**src/hw/rtl/pcda_pkg.sv**
```systemverilog
// Shared types, constants and tables of the pixel charge decay accumulator.
// No dependencies; every other file of the block imports this package.
package pcda_pkg;

   localparam int DEF_CHARGE_BITS   = 32;
   localparam int DEF_TIME_BITS     = 32;
   localparam int DEF_EXP_FRAC_BITS = 16;

   localparam int CSR_INDEX_W = 8;
   localparam int CSR_DATA_W  = 32;

   localparam logic [CSR_INDEX_W-1:0] REG_ADC_GAIN    = 8'd0;
   localparam logic [CSR_INDEX_W-1:0] REG_COLLECT_EFF = 8'd1;
   localparam logic [CSR_INDEX_W-1:0] REG_DECAY_SLOPE = 8'd2;
   localparam logic [CSR_INDEX_W-1:0] REG_DECAY_BASE  = 8'd3;

   localparam logic [15:0] GAIN_RESET = 16'd16384;

   localparam int INT_STEPS = 5;    // integer quotient bits, since x below 32
   localparam int TERMS     = 13;   // Taylor terms of exp(-frac)
   localparam int TERM_W    = 4;
   localparam int RECIP_W   = 37;
   localparam int RECIP_SH  = 36;
   localparam int ADD_W     = 36;

   localparam logic [32:0] ONE_Q32   = 33'h1_0000_0000;
   localparam logic [63:0] E_INV_Q32 = 64'd1580030169;

   typedef logic [32:0] exp_tbl_type [32];

   // e^-k in Q1.32, built by the same truncating multiplies as the datapath needs.
   function automatic exp_tbl_type build_exp_tbl();
      exp_tbl_type tbl;
      logic [63:0] e;
      e = 64'h1_0000_0000;
      for (int k = 0; k < 32; k++) begin
         tbl[k] = e[32:0];
         e = (e * E_INV_Q32) >> 32;
      end
      return tbl;
   endfunction

   localparam exp_tbl_type EXP_INT_TBL = build_exp_tbl();

   // floor(2^36/n)+1 gives floor(x/n) exactly for x below 2^32 and n up to 13.
   function automatic logic [RECIP_W-1:0] term_recip(input logic [TERM_W-1:0] n);
      logic [RECIP_W-1:0] m;
      case (n)
         4'd2:    m = 37'd34359738369;
         4'd3:    m = 37'd22906492246;
         4'd4:    m = 37'd17179869185;
         4'd5:    m = 37'd13743895348;
         4'd6:    m = 37'd11453246123;
         4'd7:    m = 37'd9817068106;
         4'd8:    m = 37'd8589934593;
         4'd9:    m = 37'd7635497416;
         4'd10:   m = 37'd6871947674;
         4'd11:   m = 37'd6247225158;
         4'd12:   m = 37'd5726623062;
         4'd13:   m = 37'd5286113596;
         default: m = 37'd68719476736;
      endcase
      return m;
   endfunction

   typedef enum logic [4:0] {
      ST_IDLE, ST_DECIDE, ST_CLEAR, ST_GAIN, ST_DEP, ST_SLOPE, ST_TAU, ST_CHECK,
      ST_PZERO, ST_DIVINIT, ST_DIV, ST_TINIT, ST_TDIV, ST_TACC, ST_EMUL, ST_FMUL,
      ST_SUM, ST_OUT
   } state_type;

   typedef enum logic [3:0] {
      OP_NONE, OP_LOAD, OP_CLEAR, OP_GAIN, OP_DEP, OP_SLOPE, OP_TAU, OP_PZERO,
      OP_DIVINIT, OP_DIVSTEP, OP_TINIT, OP_TDIV, OP_TACC, OP_EMUL, OP_FMUL, OP_SUM
   } op_type;

   typedef struct packed {
      op_type              op;
      logic                load_out;
      logic                int_phase;
      logic [TERM_W-1:0]   term;
   } cmd_type;

   typedef struct packed {
      logic is_clear;
      logic charge_zero;
      logic backward;
      logic skip_decay;
   } status_type;

endpackage

```
**src/hw/rtl/pcda_ctrl.sv**
```systemverilog
// Sequencer of the pixel charge decay accumulator: handshakes and datapath commands.
// Depends on pcda_pkg; drives pcda_dpath.
module pcda_ctrl import pcda_pkg::*; #(
   parameter int EXP_FRAC_BITS = DEF_EXP_FRAC_BITS
) (
   input  logic       clock,
   input  logic       reset,
   input  logic       req_valid,
   output logic       req_ready,
   output logic       rsp_valid,
   input  logic       rsp_ready,
   input  status_type status,
   output cmd_type    cmd
);

   localparam int Q_W   = INT_STEPS + EXP_FRAC_BITS;
   localparam int CNT_W = $clog2(Q_W);

   state_type        state_ff, state_in;
   logic [CNT_W-1:0] cnt_ff, cnt_in;
   logic             rsp_valid_ff, rsp_valid_in;
   logic             out_free;

   assign out_free = !rsp_valid_ff || rsp_ready;

   always_comb begin
      state_in = state_ff;
      unique case (state_ff)
         ST_IDLE:    if (req_valid) state_in = ST_DECIDE;
         ST_DECIDE: begin
            if (status.is_clear) begin
               state_in = ST_CLEAR;
            end else if (status.backward) begin
               state_in = ST_OUT;
            end else begin
               state_in = ST_GAIN;
            end
         end
         ST_CLEAR:   state_in = ST_OUT;
         ST_GAIN:    state_in = ST_DEP;
         ST_DEP:     state_in = ST_SLOPE;
         ST_SLOPE:   state_in = status.charge_zero ? ST_PZERO : ST_TAU;
         ST_TAU:     state_in = ST_CHECK;
         ST_CHECK:   state_in = status.skip_decay ? ST_PZERO : ST_DIVINIT;
         ST_PZERO:   state_in = ST_SUM;
         ST_DIVINIT: state_in = ST_DIV;
         ST_DIV:     if (cnt_ff == CNT_W'(Q_W - 1)) state_in = ST_TINIT;
         ST_TINIT:   state_in = ST_TDIV;
         ST_TDIV:    state_in = ST_TACC;
         ST_TACC:    state_in = (cnt_ff == CNT_W'(TERMS)) ? ST_EMUL : ST_TDIV;
         ST_EMUL:    state_in = ST_FMUL;
         ST_FMUL:    state_in = ST_SUM;
         ST_SUM:     state_in = ST_OUT;
         ST_OUT:     if (out_free) state_in = ST_IDLE;
         default:    state_in = ST_IDLE;
      endcase
   end

   always_comb begin
      cmd.op        = OP_NONE;
      cmd.load_out  = 1'b0;
      cmd.int_phase = (cnt_ff < CNT_W'(INT_STEPS - 1));
      cmd.term      = cnt_ff[TERM_W-1:0];
      req_ready     = 1'b0;
      unique case (state_ff)
         ST_IDLE: begin
            req_ready = 1'b1;
            if (req_valid) cmd.op = OP_LOAD;
         end
         ST_CLEAR:   cmd.op = OP_CLEAR;
         ST_GAIN:    cmd.op = OP_GAIN;
         ST_DEP:     cmd.op = OP_DEP;
         ST_SLOPE:   cmd.op = OP_SLOPE;
         ST_TAU:     cmd.op = OP_TAU;
         ST_PZERO:   cmd.op = OP_PZERO;
         ST_DIVINIT: cmd.op = OP_DIVINIT;
         ST_DIV:     cmd.op = OP_DIVSTEP;
         ST_TINIT:   cmd.op = OP_TINIT;
         ST_TDIV:    cmd.op = OP_TDIV;
         ST_TACC:    cmd.op = OP_TACC;
         ST_EMUL:    cmd.op = OP_EMUL;
         ST_FMUL:    cmd.op = OP_FMUL;
         ST_SUM:     cmd.op = OP_SUM;
         ST_OUT:     cmd.load_out = out_free;
         default:    cmd.op = OP_NONE;
      endcase
   end

   // The counter steps the divider from zero and the series terms from one.
   always_comb begin
      cnt_in = cnt_ff;
      if (state_ff == ST_DIVINIT) begin
         cnt_in = '0;
      end else if (state_ff == ST_TINIT) begin
         cnt_in = CNT_W'(1);
      end else if (state_ff == ST_DIV || state_ff == ST_TACC) begin
         cnt_in = cnt_ff + CNT_W'(1);
      end
      rsp_valid_in = rsp_valid_ff;
      if (cmd.load_out) begin
         rsp_valid_in = 1'b1;
      end else if (rsp_ready) begin
         rsp_valid_in = 1'b0;
      end
   end

   always_ff @(posedge clock) begin
      if (reset) begin
         state_ff     <= ST_IDLE;
         cnt_ff       <= '0;
         rsp_valid_ff <= 1'b0;
      end else begin
         state_ff     <= state_in;
         cnt_ff       <= cnt_in;
         rsp_valid_ff <= rsp_valid_in;
      end
   end

   assign rsp_valid = rsp_valid_ff;

   a_accept_decides: assert property (@(posedge clock) disable iff (reset)
      (req_valid && req_ready) |=> (state_ff == ST_DECIDE))
      else $error("accepted word did not start an event");

   a_out_loads_valid: assert property (@(posedge clock) disable iff (reset)
      cmd.load_out |=> rsp_valid_ff && (state_ff == ST_IDLE))
      else $error("result load did not raise the output word");

   a_div_count: assert property (@(posedge clock) disable iff (reset)
      (state_ff == ST_DIV) |-> (cnt_ff <= CNT_W'(Q_W - 1)))
      else $error("divider step count out of range");

   a_series_count: assert property (@(posedge clock) disable iff (reset)
      (state_ff == ST_TDIV) |-> (cnt_ff >= CNT_W'(1)) && (cnt_ff <= CNT_W'(TERMS)))
      else $error("series term index out of range");

endmodule

```
**config.mk**
```make
export PLATFORM = sky130hd
export DESIGN_NAME = pcda_ctrl
export DESIGN_NICKNAME = d
export VERILOG_FILES = /design/src/hw/rtl/pcda_pkg.sv /design/src/hw/rtl/pcda_ctrl.sv
export SDC_FILE = /design/constraint.sdc
export NUM_CORES = 1
export LEC_CHECK = 0
export BUFFER_PORTS_ARGS = -buffer_cell sky130_fd_sc_hd__buf_2
export CAP_MARGIN = 25
export CORE_MARGIN = 5
export CORE_UTILIZATION = 53
export CTS_CLUSTER_SIZE = 16
export DETAILED_ROUTE_END_ITERATION = 10
export GPL_TIMING_DRIVEN = 0
export PLACE_DENSITY = 0.88
export REMOVE_ABC_BUFFERS = 1
export SETUP_SLACK_MARGIN = 0.2
export SYNTH_ARGS = -nofsm -noshare
export SYNTH_HDL_FRONTEND = slang
export SYNTH_SLANG_ARGS = --single-unit
```
**constraint.sdc**
```tcl
create_clock -name clock -period 1.6 [get_ports clock]
set_clock_uncertainty 0.05 [all_clocks]
set_input_delay 0.16 -clock clock [delete_from_list [all_inputs] [get_ports clock]]
set_output_delay 0.16 -clock clock [all_outputs]
set_load 0.05 [all_outputs]
```
==> key figures <==
Run status
  – Result of the run: finished with violations
  – Violations in the final reports: negative setup slack

Die
  – Number of rows in the core area: 15
  – IO Count: 20
  – Initial core utilization: 0.555
  – Placeable core region: 1710 um^2
  – Die width: 52.3 um
  – Die boundary height: 52.3 um
  – Total die area: 2740 um^2

STA
  – Period utilization: 1.09
  – Slack of the critical path: -0.149 ns
  – Number of hold violations in the final report: 0
  – Period minus WS final: approximately 1.7 ns
  – Rel. slew slack: 0.720
  – RSZ-0062 raised after global routing: true
  – Worst-margin pin slew: roughly 0.41 ns
  – Final Max Slew Viols: 0
  – TNS Setup: -0.942 ns
  – Final setup violation count: 8
  – Smallest hold slack: around 0.12 ns
  – Max Freq: between 500 and 600 MHz

Logic synthesis
  – Largest family of logic cells by synthesized area: simple AND/OR/NAND/NOR gates
  – Post-Synthesis Cell Area: 948 um^2
  – Post-Synth Adder-Cell Area: 0.0396
  – Post-Syn Area per Cell: about 7.4 um^2
  – Area fraction of the dominant cell type after synthesis: 0.232
  – Synth Area in Simple Gates: 0.272
  – Flip-flop and latch count after synthesis: 11
  – Xor/xnor cell area share of the yosys netlist: 0.0462
  – Number of synthesis warnings: 0
  – Main synth FF type: sky130_fd_sc_hd__dfxtp_1
  – Share of the synthesized area in compound gates (AO/OA/AOI/OAI): 0.263
  – Cell type contributing the most total cell area after synthesis: sky130_fd_sc_hd__dfxtp_1
  – Number of enable-type register cells in the synthesized netlist: 0
  – Share of the yosys chip area belonging to registers: 0.232
  – Cell count after synthesis: roughly 130
  – Proportion of synthesized area in mux cells: 0.0224
  – Post-synth ARST share: 0
  – Cell types with the largest area share after synthesis: sky130_fd_sc_hd__dfxtp_1 (23%), sky130_fd_sc_hd__nor2_1 (6.3%), sky130_fd_sc_hd__o21ai_0 (4.7%)
  – Number of distinct library cells after synthesis: 40

Final layout
  – Ant diodes: 0
  – Fraction of final layout cells sized beyond drive strength 1: 0.461
  – Utilization of the core after routing: 0.769
  – Total Nets Final: roughly 170
  – Most frequent cells in the layout: sky130_fd_sc_hd__nor2_1 (14), sky130_fd_sc_hd__buf_2 (12), sky130_fd_sc_hd__buf_4 (12), sky130_fd_sc_hd__buf_6 (12)
  – Most common library cell in the layout ignoring fill and taps: sky130_fd_sc_hd__nor2_1
  – Synth-to-layout area growth: 38.5%

Setup path
  – Ordered cell list for the critical path: or3_4 -> or2_4 -> nor2_4 -> buf_6
  – Critical path class: flip-flop to primary output
  – Data arrival at the endpoint of the critical path: ~1.5 ns
  – CP required: 1.39 ns
  – CP peak stage delay: ~0.38 ns
  – Worst Setup Start Kind: flip-flop
  – Type of destination of the critical path: primary output
  – Slowest-stage cell, CP: sky130_fd_sc_hd__dfxtp_4
  – CP Max Fanout: 6

Drt
  – WL final: ~3000 um
  – DRC marker count from the first detailed-route iteration: 42
  – Post-DR wirelength/cell: 16.6 um
  – 1st-pass router iterations: 4
  – Post-detailed-route count of antenna-violating nets: 0
  – Drt drc: 0
  – Vias/cell: 5.93
  – Vias: 1062

GRT
  – Overall track demand over capacity in global routing: 0.222
  – Final global-route overflow total: 0
  – Number of global-route vias before repair: between 1k and 1.5k
  – Wire length of the first global-routing pass: 4580 um
  – Initial antenna violation count: 0
  – Largest net degree at the start of global routing: 15

Power
  – Cell area power density: 821 nW/um^2
  – Maximum vdd drop: roughly 0.6 mV
  – Leakage power total: between 0.5 and 0.6 nW

Placed design
  – Detailed-placement wirelength estimate: 1560 um
  – GP Congestion: between 0.7 and 0.8
  – Count of port buffers added during placement: 19

Clocking
  – Number of clock buffers inserted by TritonCTS: 3
  – CTS Buffer Depth: 2
  – Clock tree from TritonCTS: yes
  – Later-pin clock latency in the skew report: 0.28 ns
  – H-Tree Depth: 1
  – Clock root buffer: sky130_fd_sc_hd__clkbuf_4
  – Sinks on the clock net: 11
  – Reg clk slew, reported paths: roughly 0.08 ns

Min path
  – Hold WC Path Type: input port to flip-flop

Flow run
  – Reported max-cap violation count: 0
==> per-stage QoR <==
stage	cell area (um^2)	worst slack, ns	instances	total power [W]
2_1_floorplan	856	-0.951	114	0.000607
3_3_place_gp	982	-0.190	158	0.000683
3_5_place_dp	982	-0.248	158	0.000693
4_1_cts	1220	-0.131	175	0.00102
5_1_grt	1310	-0.223	179	0.00113
6_report	1310	-0.149	179	0.00108
==> worst paths after layout <==
path / startpoint / endpoint / slack, ns / depth (start not counted)
worst max-delay path: state_ff[2] / cmd[5] / -0.15 / 4
worst min-delay path: reset / rsp_valid / 0.12 / 2
worst max register to register: state_ff[2] / state_ff[0] / -0.11 / 7
worst min register to register: cnt_ff[1] / cnt_ff[1] / 0.50 / 2
==> layer usage <==
metal  vias up  routed length, um  track usage
met4         0                129        0.111
li1        504                  -            -
met1       488               1100        0.246
met2        56               1550        0.393
met5         -                  0            0
met3        14                189       0.0484
==> what timing repair did <==
action | in CTS | in global routing
cloned | 0 | 0
pin swaps | 13 | 9
gates resized for setup | 42 | 21
buffers inserted | 13 | 4
endpoints found under the setup margin | 16 | 16
hold buffers | 0 | 0
==> cell type report <==
cell class / count / area, um^2
sequential: 11 / 241
timing repair buffer: 36 / 285
inverter: 7 / 26.3
fill: 109 / 394
clock buffer: 4 / 26.3
tap: 25 / 31.3
multi-input combinational: 96 / 703
==> registers in the layout, indices dropped and copies added, names as in the netlist <==
| signal | cells |
|---|---|
| cnt_ff | 5 |
| rsp_valid | 1 |
| state_ff | 5 |
==> critical path: cells and delay by family, from the launching register on <==
kind,cells,cell delay [ns]
buf+inv,1,0.16
flops,1,0.38
simple gates,3,0.72
==> synth_stat cells (2+ instances only) <==
master and number:
sky130_fd_sc_hd__a211oi_2 3, sky130_fd_sc_hd__a21oi_1 8, sky130_fd_sc_hd__a22oi_1 2, sky130_fd_sc_hd__a31o_2 2, sky130_fd_sc_hd__a31oi_1 2, sky130_fd_sc_hd__buf_2 5
sky130_fd_sc_hd__buf_4 6, sky130_fd_sc_hd__clkbuf_1 2, sky130_fd_sc_hd__dfxtp_1 11, sky130_fd_sc_hd__ha_1 3, sky130_fd_sc_hd__inv_1 7, sky130_fd_sc_hd__nand2_1 8
sky130_fd_sc_hd__nand2b_1 3, sky130_fd_sc_hd__nand3_1 2, sky130_fd_sc_hd__nand4_1 2, sky130_fd_sc_hd__nor2_1 16, sky130_fd_sc_hd__nor2b_1 5, sky130_fd_sc_hd__nor3_1 5
sky130_fd_sc_hd__o211ai_1 2, sky130_fd_sc_hd__o21ai_0 9, sky130_fd_sc_hd__o31ai_1 3, sky130_fd_sc_hd__xnor2_1 5
==> kinds of logic after synthesis <==
| logic type | after synthesis |
|---|---|
| DFF | 11 |
| buffers and inverters | 22 |
| xor gates and xnor gates | 5 |
| adders and majority gates | 3 |
| and+or+nand+nor | 50 |
| AOI/OAI and AO/OA | 36 |
| muxes | 2 |
==> power breakdown <==
group / switching [W] / internal [W]
clock network: 0.0000990 / 0.0000967
registers: 0.0000527 / 0.000291
logic: 0.000313 / 0.000225
total: 0.000465 / 0.000613
No activity file was read; power rests on OpenSTA's default activity.
