### src/hw/rtl/pcda_pkg.sv
// Shared types, constants and tables of the pixel charge decay accumulator.
// No dependencies; every other file of the block imports this package.
package pcda_pkg;

   localparam int DEF_CHARGE_BITS   = 32;
   localparam int DEF_TIME_BITS     = 32;
   localparam int DEF_EXP_FRAC_BITS = 16;

   localparam int CSR_INDEX_W = 8;
   localparam int CSR_DATA_W  = 32;

   localparam logic [CSR_INDEX_W-1:0] REG_ADC_GAIN    = 8'd0;
   localparam logic [CSR_INDEX_W-1:0] REG_COLLECT_EFF = 8'd1;
   localparam logic [CSR_INDEX_W-1:0] REG_DECAY_SLOPE = 8'd2;
   localparam logic [CSR_INDEX_W-1:0] REG_DECAY_BASE  = 8'd3;

   localparam logic [15:0] GAIN_RESET = 16'd16384;

   localparam int INT_STEPS = 5;    // integer quotient bits, since x below 32
   localparam int TERMS     = 13;   // Taylor terms of exp(-frac)
   localparam int TERM_W    = 4;
   localparam int RECIP_W   = 37;
   localparam int RECIP_SH  = 36;
   localparam int ADD_W     = 36;

   localparam logic [32:0] ONE_Q32   = 33'h1_0000_0000;
   localparam logic [63:0] E_INV_Q32 = 64'd1580030169;

   typedef logic [32:0] exp_tbl_type [32];

   // e^-k in Q1.32, built by the same truncating multiplies as the datapath needs.
   function automatic exp_tbl_type build_exp_tbl();
      exp_tbl_type tbl;
      logic [63:0] e;
      e = 64'h1_0000_0000;
      for (int k = 0; k < 32; k++) begin
         tbl[k] = e[32:0];
         e = (e * E_INV_Q32) >> 32;
      end
      return tbl;
   endfunction

   localparam exp_tbl_type EXP_INT_TBL = build_exp_tbl();

   // floor(2^36/n)+1 gives floor(x/n) exactly for x below 2^32 and n up to 13.
   function automatic logic [RECIP_W-1:0] term_recip(input logic [TERM_W-1:0] n);
      logic [RECIP_W-1:0] m;
      case (n)
         4'd2:    m = 37'd34359738369;
         4'd3:    m = 37'd22906492246;
         4'd4:    m = 37'd17179869185;
         4'd5:    m = 37'd13743895348;
         4'd6:    m = 37'd11453246123;
         4'd7:    m = 37'd9817068106;
         4'd8:    m = 37'd8589934593;
         4'd9:    m = 37'd7635497416;
         4'd10:   m = 37'd6871947674;
         4'd11:   m = 37'd6247225158;
         4'd12:   m = 37'd5726623062;
         4'd13:   m = 37'd5286113596;
         default: m = 37'd68719476736;
      endcase
      return m;
   endfunction

   typedef enum logic [4:0] {
      ST_IDLE, ST_DECIDE, ST_CLEAR, ST_GAIN, ST_DEP, ST_SLOPE, ST_TAU, ST_CHECK,
      ST_PZERO, ST_DIVINIT, ST_DIV, ST_TINIT, ST_TDIV, ST_TACC, ST_EMUL, ST_FMUL,
      ST_SUM, ST_OUT
   } state_type;

   typedef enum logic [3:0] {
      OP_NONE, OP_LOAD, OP_CLEAR, OP_GAIN, OP_DEP, OP_SLOPE, OP_TAU, OP_PZERO,
      OP_DIVINIT, OP_DIVSTEP, OP_TINIT, OP_TDIV, OP_TACC, OP_EMUL, OP_FMUL, OP_SUM
   } op_type;

   typedef struct packed {
      op_type              op;
      logic                load_out;
      logic                int_phase;
      logic [TERM_W-1:0]   term;
   } cmd_type;

   typedef struct packed {
      logic is_clear;
      logic charge_zero;
      logic backward;
      logic skip_decay;
   } status_type;

endpackage

### src/hw/rtl/pcda_dpath.sv
// Datapath: configuration, pixel state, shared multiplier, serial divider, series.
// Depends on pcda_pkg; sequenced by pcda_ctrl through cmd_type commands.
module pcda_dpath import pcda_pkg::*; #(
   parameter int CHARGE_BITS   = DEF_CHARGE_BITS,
   parameter int TIME_BITS     = DEF_TIME_BITS,
   parameter int EXP_FRAC_BITS = DEF_EXP_FRAC_BITS
) (
   input  logic                   clock,
   input  logic                   reset,
   input  cmd_type                cmd,
   output status_type             status,
   input  logic                   in_mode,
   input  logic [31:0]            in_time_stamp,
   input  logic [31:0]            in_deposit,
   input  logic signed [31:0]     in_noise_sample,
   input  logic                   csr_write,
   input  logic [CSR_INDEX_W-1:0] csr_index,
   input  logic [CSR_DATA_W-1:0]  csr_data,
   output logic signed [33:0]     out_reading,
   output logic                   out_time_went_back
);

   localparam int MAX_TC  = (TIME_BITS > CHARGE_BITS) ? TIME_BITS : CHARGE_BITS;
   localparam int MUL_A_W = (MAX_TC > RECIP_W) ? MAX_TC : RECIP_W;
   localparam int MUL_B_W = 33;
   localparam int P_W     = MUL_A_W + MUL_B_W;
   localparam int TAU_W   = 66;
   localparam int REM_W   = 70;
   localparam int Q_W     = INT_STEPS + EXP_FRAC_BITS;
   localparam int SUM_W   = ((CHARGE_BITS > ADD_W) ? CHARGE_BITS : ADD_W) + 1;
   localparam int FAC_W   = EXP_FRAC_BITS + 1;

   logic [15:0]              adc_gain_ff, collect_eff_ff;
   logic signed [23:0]       decay_slope_ff;
   logic signed [31:0]       decay_base_ff;
   logic                     mode_ff;
   logic [TIME_BITS-1:0]     ts_ff, last_time_ff;
   logic [31:0]              dep_ff;
   logic signed [31:0]       noise_ff;
   logic [CHARGE_BITS-1:0]   charge_ff;
   logic [P_W-1:0]           p_ff;
   logic [ADD_W-1:0]         added_ff;
   logic signed [TAU_W-1:0]  tau_ff;
   logic [REM_W-1:0]         rem_ff, dd_ff;
   logic [Q_W-1:0]           q_ff;
   logic signed [34:0]       s_ff;
   logic signed [33:0]       reading_ff;
   logic                     went_back_ff;

   logic [MUL_A_W-1:0]       mul_a;
   logic [MUL_B_W-1:0]       mul_b;
   logic [TIME_BITS-1:0]     dt;
   logic [23:0]              slope_mag;
   logic [62:0]              prod_sat;
   logic signed [TAU_W-1:0]  prod_s, base_s, tau_in;
   logic [63:0]              tq;
   logic [REM_W-1:0]         num, rem_sub, rem_in, dd_in;
   logic                     rem_ge;
   logic [31:0]              f32, t_new;
   logic [4:0]               ip;
   logic [32:0]              s_clamp;
   logic signed [34:0]       s_in;
   logic [SUM_W-1:0]         charge_sum;
   logic [CHARGE_BITS-1:0]   charge_new;

   assign dt        = ts_ff - last_time_ff;
   assign slope_mag = decay_slope_ff[23] ? (~decay_slope_ff + 24'd1) : decay_slope_ff;
   assign prod_sat  = (p_ff > (P_W'(1) << 62)) ? (63'(1) << 62) : p_ff[62:0];
   assign prod_s    = $signed({3'b000, prod_sat});
   assign base_s    = {{(TAU_W - 40){decay_base_ff[31]}}, decay_base_ff, 8'd0};
   assign tau_in    = decay_slope_ff[23] ? (base_s - prod_s) : (base_s + prod_s);
   assign tq        = tau_ff[63:0];
   assign num       = REM_W'(dt) << 16;

   always_comb begin
      rem_ge  = (rem_ff >= dd_ff);
      rem_sub = rem_ge ? (rem_ff - dd_ff) : rem_ff;
      rem_in  = cmd.int_phase ? rem_sub : (rem_sub << 1);
      dd_in   = cmd.int_phase ? (dd_ff >> 1) : dd_ff;
   end

   assign f32     = {q_ff[EXP_FRAC_BITS-1:0], {(32 - EXP_FRAC_BITS){1'b0}}};
   assign ip      = q_ff[Q_W-1 -: INT_STEPS];
   assign t_new   = p_ff[RECIP_SH +: 32];
   assign s_clamp = s_ff[34] ? 33'd0 : s_ff[32:0];
   assign s_in    = cmd.term[0] ? (s_ff - $signed({3'b000, t_new}))
                                : (s_ff + $signed({3'b000, t_new}));

   always_comb begin
      charge_sum = SUM_W'(p_ff[EXP_FRAC_BITS +: CHARGE_BITS]) + SUM_W'(added_ff);
      if (charge_sum > SUM_W'({CHARGE_BITS{1'b1}})) begin
         charge_new = {CHARGE_BITS{1'b1}};
      end else begin
         charge_new = charge_sum[CHARGE_BITS-1:0];
      end
   end

   // Operand selection of the shared multiplier.
   always_comb begin
      mul_a = '0;
      mul_b = '0;
      case (cmd.op)
         OP_GAIN: begin
            mul_a = MUL_A_W'(adc_gain_ff);
            mul_b = MUL_B_W'(collect_eff_ff);
         end
         OP_DEP: begin
            mul_a = MUL_A_W'(dep_ff);
            mul_b = MUL_B_W'(p_ff[31:0]);
         end
         OP_SLOPE: begin
            mul_a = MUL_A_W'(dt);
            mul_b = MUL_B_W'(slope_mag);
         end
         OP_TINIT: begin
            mul_a = MUL_A_W'(ONE_Q32);
            mul_b = MUL_B_W'(f32);
         end
         OP_TDIV: begin
            mul_a = MUL_A_W'(term_recip(cmd.term));
            mul_b = MUL_B_W'(p_ff[63:32]);
         end
         OP_TACC: begin
            mul_a = MUL_A_W'(t_new);
            mul_b = MUL_B_W'(f32);
         end
         OP_EMUL: begin
            mul_a = MUL_A_W'(s_clamp);
            mul_b = EXP_INT_TBL[ip];
         end
         OP_FMUL: begin
            mul_a = MUL_A_W'(charge_ff);
            mul_b = MUL_B_W'(p_ff[(64 - EXP_FRAC_BITS) +: FAC_W]);
         end
         default: begin
            mul_a = '0;
            mul_b = '0;
         end
      endcase
   end

   always_ff @(posedge clock) begin
      if (reset) begin
         adc_gain_ff    <= GAIN_RESET;
         collect_eff_ff <= GAIN_RESET;
         decay_slope_ff <= '0;
         decay_base_ff  <= '0;
      end else if (csr_write) begin
         unique case (csr_index)
            REG_ADC_GAIN:    adc_gain_ff    <= csr_data[15:0];
            REG_COLLECT_EFF: collect_eff_ff <= csr_data[15:0];
            REG_DECAY_SLOPE: decay_slope_ff <= $signed(csr_data[23:0]);
            REG_DECAY_BASE:  decay_base_ff  <= $signed(csr_data);
            default: ;
         endcase
      end
   end

   always_ff @(posedge clock) begin
      if (reset) begin
         charge_ff    <= '0;
         last_time_ff <= '0;
      end else if (cmd.op == OP_CLEAR) begin
         charge_ff    <= '0;
         last_time_ff <= '0;
      end else if (cmd.op == OP_SUM) begin
         charge_ff    <= charge_new;
         last_time_ff <= ts_ff;
      end
   end

   always_ff @(posedge clock) begin
      if (cmd.op == OP_LOAD) begin
         mode_ff  <= in_mode;
         ts_ff    <= TIME_BITS'(in_time_stamp);
         dep_ff   <= in_deposit;
         noise_ff <= in_noise_sample;
      end
      case (cmd.op)
         OP_GAIN, OP_DEP, OP_TINIT, OP_TDIV, OP_TACC, OP_EMUL, OP_FMUL: begin
            p_ff <= mul_a * mul_b;
         end
         OP_SLOPE: begin
            added_ff <= p_ff[28 +: ADD_W];
            p_ff     <= mul_a * mul_b;
         end
         OP_TAU: tau_ff <= tau_in;
         OP_PZERO: p_ff <= '0;
         OP_DIVINIT: begin
            rem_ff <= num;
            dd_ff  <= REM_W'(tq) << (INT_STEPS - 1);
            q_ff   <= '0;
         end
         OP_DIVSTEP: begin
            rem_ff <= rem_in;
            dd_ff  <= dd_in;
            q_ff   <= {q_ff[Q_W-2:0], rem_ge};
         end
         default: ;
      endcase
      if (cmd.op == OP_TINIT) begin
         s_ff <= $signed({2'b00, ONE_Q32});
      end else if (cmd.op == OP_TACC) begin
         s_ff <= s_in;
      end
      if (cmd.load_out) begin
         reading_ff   <= $signed(34'(charge_ff)) + 34'(noise_ff);
         went_back_ff <= status.backward;
      end
   end

   always_comb begin
      status.is_clear    = mode_ff;
      status.charge_zero = (charge_ff == '0);
      status.backward    = (charge_ff != '0) && (ts_ff < last_time_ff);
      status.skip_decay  = tau_ff[TAU_W-1] || (tau_ff == '0) ||
                           (num >= (REM_W'(tq) << INT_STEPS));
   end

   assign out_reading        = reading_ff;
   assign out_time_went_back = went_back_ff;

   // A refused event must not touch the pixel state while its result is formed.
   a_back_keeps_state: assert property (@(posedge clock) disable iff (reset)
      (cmd.load_out && status.backward) |=> $stable(charge_ff) && $stable(last_time_ff))
      else $error("backward event changed the pixel state");

   // The divider only runs on a positive time constant.
   a_div_tau_pos: assert property (@(posedge clock) disable iff (reset)
      (cmd.op == OP_DIVSTEP) |-> !tau_ff[TAU_W-1] && (tau_ff != '0))
      else $error("divider running on a non-positive time constant");

   a_clear_empties: assert property (@(posedge clock) disable iff (reset)
      (cmd.op == OP_CLEAR) |=> (charge_ff == '0) && (last_time_ff == '0))
      else $error("clear left charge or time behind");

endmodule

### config.mk
export PLATFORM = sky130hd
export DESIGN_NAME = pcda_dpath
export DESIGN_NICKNAME = d
export VERILOG_FILES = /design/src/hw/rtl/pcda_pkg.sv /design/src/hw/rtl/pcda_dpath.sv
export SDC_FILE = /design/constraint.sdc
export NUM_CORES = 2
export LEC_CHECK = 0
export ABC_AREA = 1
export BUFFER_PORTS_ARGS = -buffer_cell sky130_fd_sc_hd__buf_2
export CAP_MARGIN = 20
export CORE_MARGIN = 3
export CORE_UTILIZATION = 55
export DETAILED_ROUTE_END_ITERATION = 6
export PLACE_DENSITY = 0.71
export SYNTH_ARGS = -nofsm -noshare
export SYNTH_HDL_FRONTEND = slang
export SYNTH_SLANG_ARGS = --single-unit
### constraint.sdc
create_clock -name clock -period 16.2 [get_ports clock]
set_clock_uncertainty 0.15 [all_clocks]
set_input_delay 3.24 -clock clock [delete_from_list [all_inputs] [get_ports clock]]
set_output_delay 3.24 -clock clock [all_outputs]
set_load 0.03 [all_outputs]
==> out/qor.txt <==
Crit-path max FO -> 24
Total gr overflow -> 0
Drt pass-1 iters -> 7
Multiplexer share of the synthesized area -> 0.0221%
Max-slew violations -> 0
Vias -> 86.9k
Simple-Gate Fraction of Synth Area -> 19.7%
Vias in the first global route -> 84.7k
Layout cells sized above 1 -> 5.43%
Routed len/inst -> 27.4 µm
Htree depth -> 3
Crit path DAT -> 14.38 ns
Synth Area in Compound Gates -> 12.8%
CP dominant cell by count -> inv_1
Slew @ Worst Pin -> 1.20 ns
Placed Area -> 0.0935 mm²
DP Wirelength -> 315000 µm
Count of input and output buffers -> 188
Starting DRT DRC Count -> 12.5k
TNS Setup -> 0 ns
Count leader, synth -> inv_1
Critical path buffers and inverters -> 15
YS warnings -> 0
Total track usage -> 45.5%
Busiest grt layer -> met2
Chip Width -> 412 µm
Placed insts -> 14.1k
Slew margin rel. -> 18.2%
DRC -> 0
CTS sink count -> 649
Fmax -> 0.0717 GHz
GRT met2 Usage -> 64.1%
Pleak -> 0.0472 µW
Die Ht -> 412 µm
Asr flop ratio synth -> 0%
Vias per cell -> 6.07
Cell family with most CP delay -> adder cells
Crit. End Element -> flop
Commonest cells post-synth -> inv_1 (2543), nand2_1 (2228), nor2_1 (1408), fa_1 (1088), a21oi_1 (854)
Post-cts sizing count -> 0
Antenna violations before repair -> 17
Netlist Area Pre-Place -> 0.0905 mm²
Hold_buf cts -> 0
Clock-pin slew on the worst setup and hold paths -> 0.06 ns
Rows -> 148
Register area share after synthesis -> 19.5%
Nets -> 13.9k
Post-Synth Adder-Cell Area -> 32.8%
First-pass GRT wire length -> 560000 µm
Core Box Area -> 0.163 mm²
Initial Utilization -> 55.5%
Worst Setup Start Kind -> input port
Largest net degree at the start of global routing -> 97
Post-synth EDFFs -> 462
Synthesized flop and latch total -> 649
Cell taking the most area after synthesis -> fa_1
DP Worst Slack -> 1.76 ns
GP Congestion -> 1.09
Mean post-synth cell area -> 7.53 µm²
Main combinational cell family by area after synthesis -> adder cells
Synth-to-Final Area Change -> 6.56%
RSZ-0062 raised after global routing -> false
Critical path required time -> 16.63 ns
Ports -> 189
Synth area leaders -> fa_1 (24%), edfxtp_1 (15%), inv_1 (11%)
Die Area -> 0.170 mm²
Max stage delay on crit path -> 0.89 ns
Mapped Cells -> 12.0k
Worst hold-check path type -> flop to flop
Clk_lat worst skew -> 0.75 ns
Non-filler instance count after layout -> 14.3k
Maximum vdd drop -> 142 µV
Synth top area share -> 24.1%
Pwr dens -> 74.8 mW/mm²
M3 GR Usage -> 17.4%
Final cycle utilization of the critical path -> 86.1%
Ys flop type -> edfxtp_1
Setup ws final -> 2.25 ns
M1 GR Usage -> 59.8%
Outcome -> finished, final reports clean
Clk buf depth -> 3
Synth Area in XOR/XNOR -> 2.48%
Slowest CP cell -> clkinv_1
CTS buffer count -> 80
Setup violators final -> 0
Final Hold Slack -> 0.309 ns
Final-report hold violation count -> 0
Tmin final -> 13.95 ns
Library cells used by synthesis -> 80
Root Driver -> clkbuf_16
Final instance area -> 0.0965 mm²
Routed WL -> 392000 µm
Post-CTS Setup Inserts -> 0
Crit path kind -> input port to flop
CTS tree -> built
MaxCap Viol Count -> 0
Final ANT Viol Nets -> 0
worst paths after layout:
path	depth (start not counted)	endpoint	start	slack, ns
max	38	p_ff[69]	cmd[7]	2.25
min	2	last_time_ff[18]	last_time_ff[18]	0.31
max reg2reg	44	p_ff[69]	ts_ff[0]	4.68
min reg2reg	2	last_time_ff[18]	last_time_ff[18]	0.31
power breakdown:
group	internal (µW)	leakage [µW]	switching, µW
Clock	1100	0.00135	821
Combinational	919	0.0400	2220
Sequential	1940	0.00587	209
layout make-up:
class                           count  area [µm²]
Timing Repair Buffer              334        2150
Sequential cell                   649       17600
Tap cell                         2175        2720
Multi-Input combinational cell   8388       61400
Inverter                         2587        9710
Clock inverter                     44         582
Clock buffer                      104        2190
Fill cell                       15200       66700
Antenna cell                       21        52.6
flip-flops by register name, summed over array words and instances, names as in the netlist:
register and count:
tau_ff 65, decay_slope_ff 24, noise_ff 32, collect_eff_ff 16, charge_ff 32, s_ff 35, mode_ff 1, dep_ff 32
last_time_ff 32, adc_gain_ff 16, added_ff 36, dd_ff 68, out_reading 34, p_ff 70, ts_ff 32, q_ff 21
out_time_went_back 1, decay_base_ff 32, rem_ff 70
tightest hold or removal path: stages (launching register included):
cell and delay [ns]:
dfxtp_1 0.30, inv_1 0.06, a21oi_1 0.06
through the flow:
step,power (µW),utilization (%)
after floorplan,3950,-
after global routing,7470,59.1
after global placement,5110,57.3
after CTS,7060,59.0
final,7210,59.1
after detailed placement,5140,57.3
cells by family (layout without fill, tap and decap cells):
group	count (synthesis)	after routing
buf+inv	2991	3069
flops	649	649
other cells	2	25
mux	2	2
fa+ha+maj	1717	1717
compound gates	2060	2060
xor+xnor	250	250
simple gates	4355	4355
routing by layer:
metal	wire [µm]	part of all wire, %
met1	148000	38
met2	157000	40
met3	59000	15
met4	27600	7.0
met5	76	0.019
cell usage in the layout, fill, tap and decap left out, types with 28 or more instances in the layout:
| cell | instances |
|---|---|
| inv_1 | 2539 |
| o21ai_1 | 46 |
| buf_4 | 136 |
| nor3_1 | 88 |
| o211ai_1 | 38 |
| nor4_1 | 47 |
| xnor2_1 | 87 |
| a21oi_1 | 852 |
| fa_1 | 1088 |
| edfxtp_1 | 462 |
| nor2_2 | 28 |
| o21bai_1 | 31 |
| clkbuf_16 | 82 |
| o21ai_0 | 685 |
| a21o_1 | 47 |
| buf_2 | 190 |
| nand3_1 | 362 |
| xor2_1 | 156 |
| a31oi_1 | 62 |
| nor2_1 | 1398 |
| inv_2 | 35 |
| o22ai_1 | 39 |
| nand4_1 | 63 |
| dfxtp_1 | 185 |
| o21a_1 | 74 |
| ha_1 | 629 |
| nand2_1 | 2226 |
(Power assumes the default switching activity.)
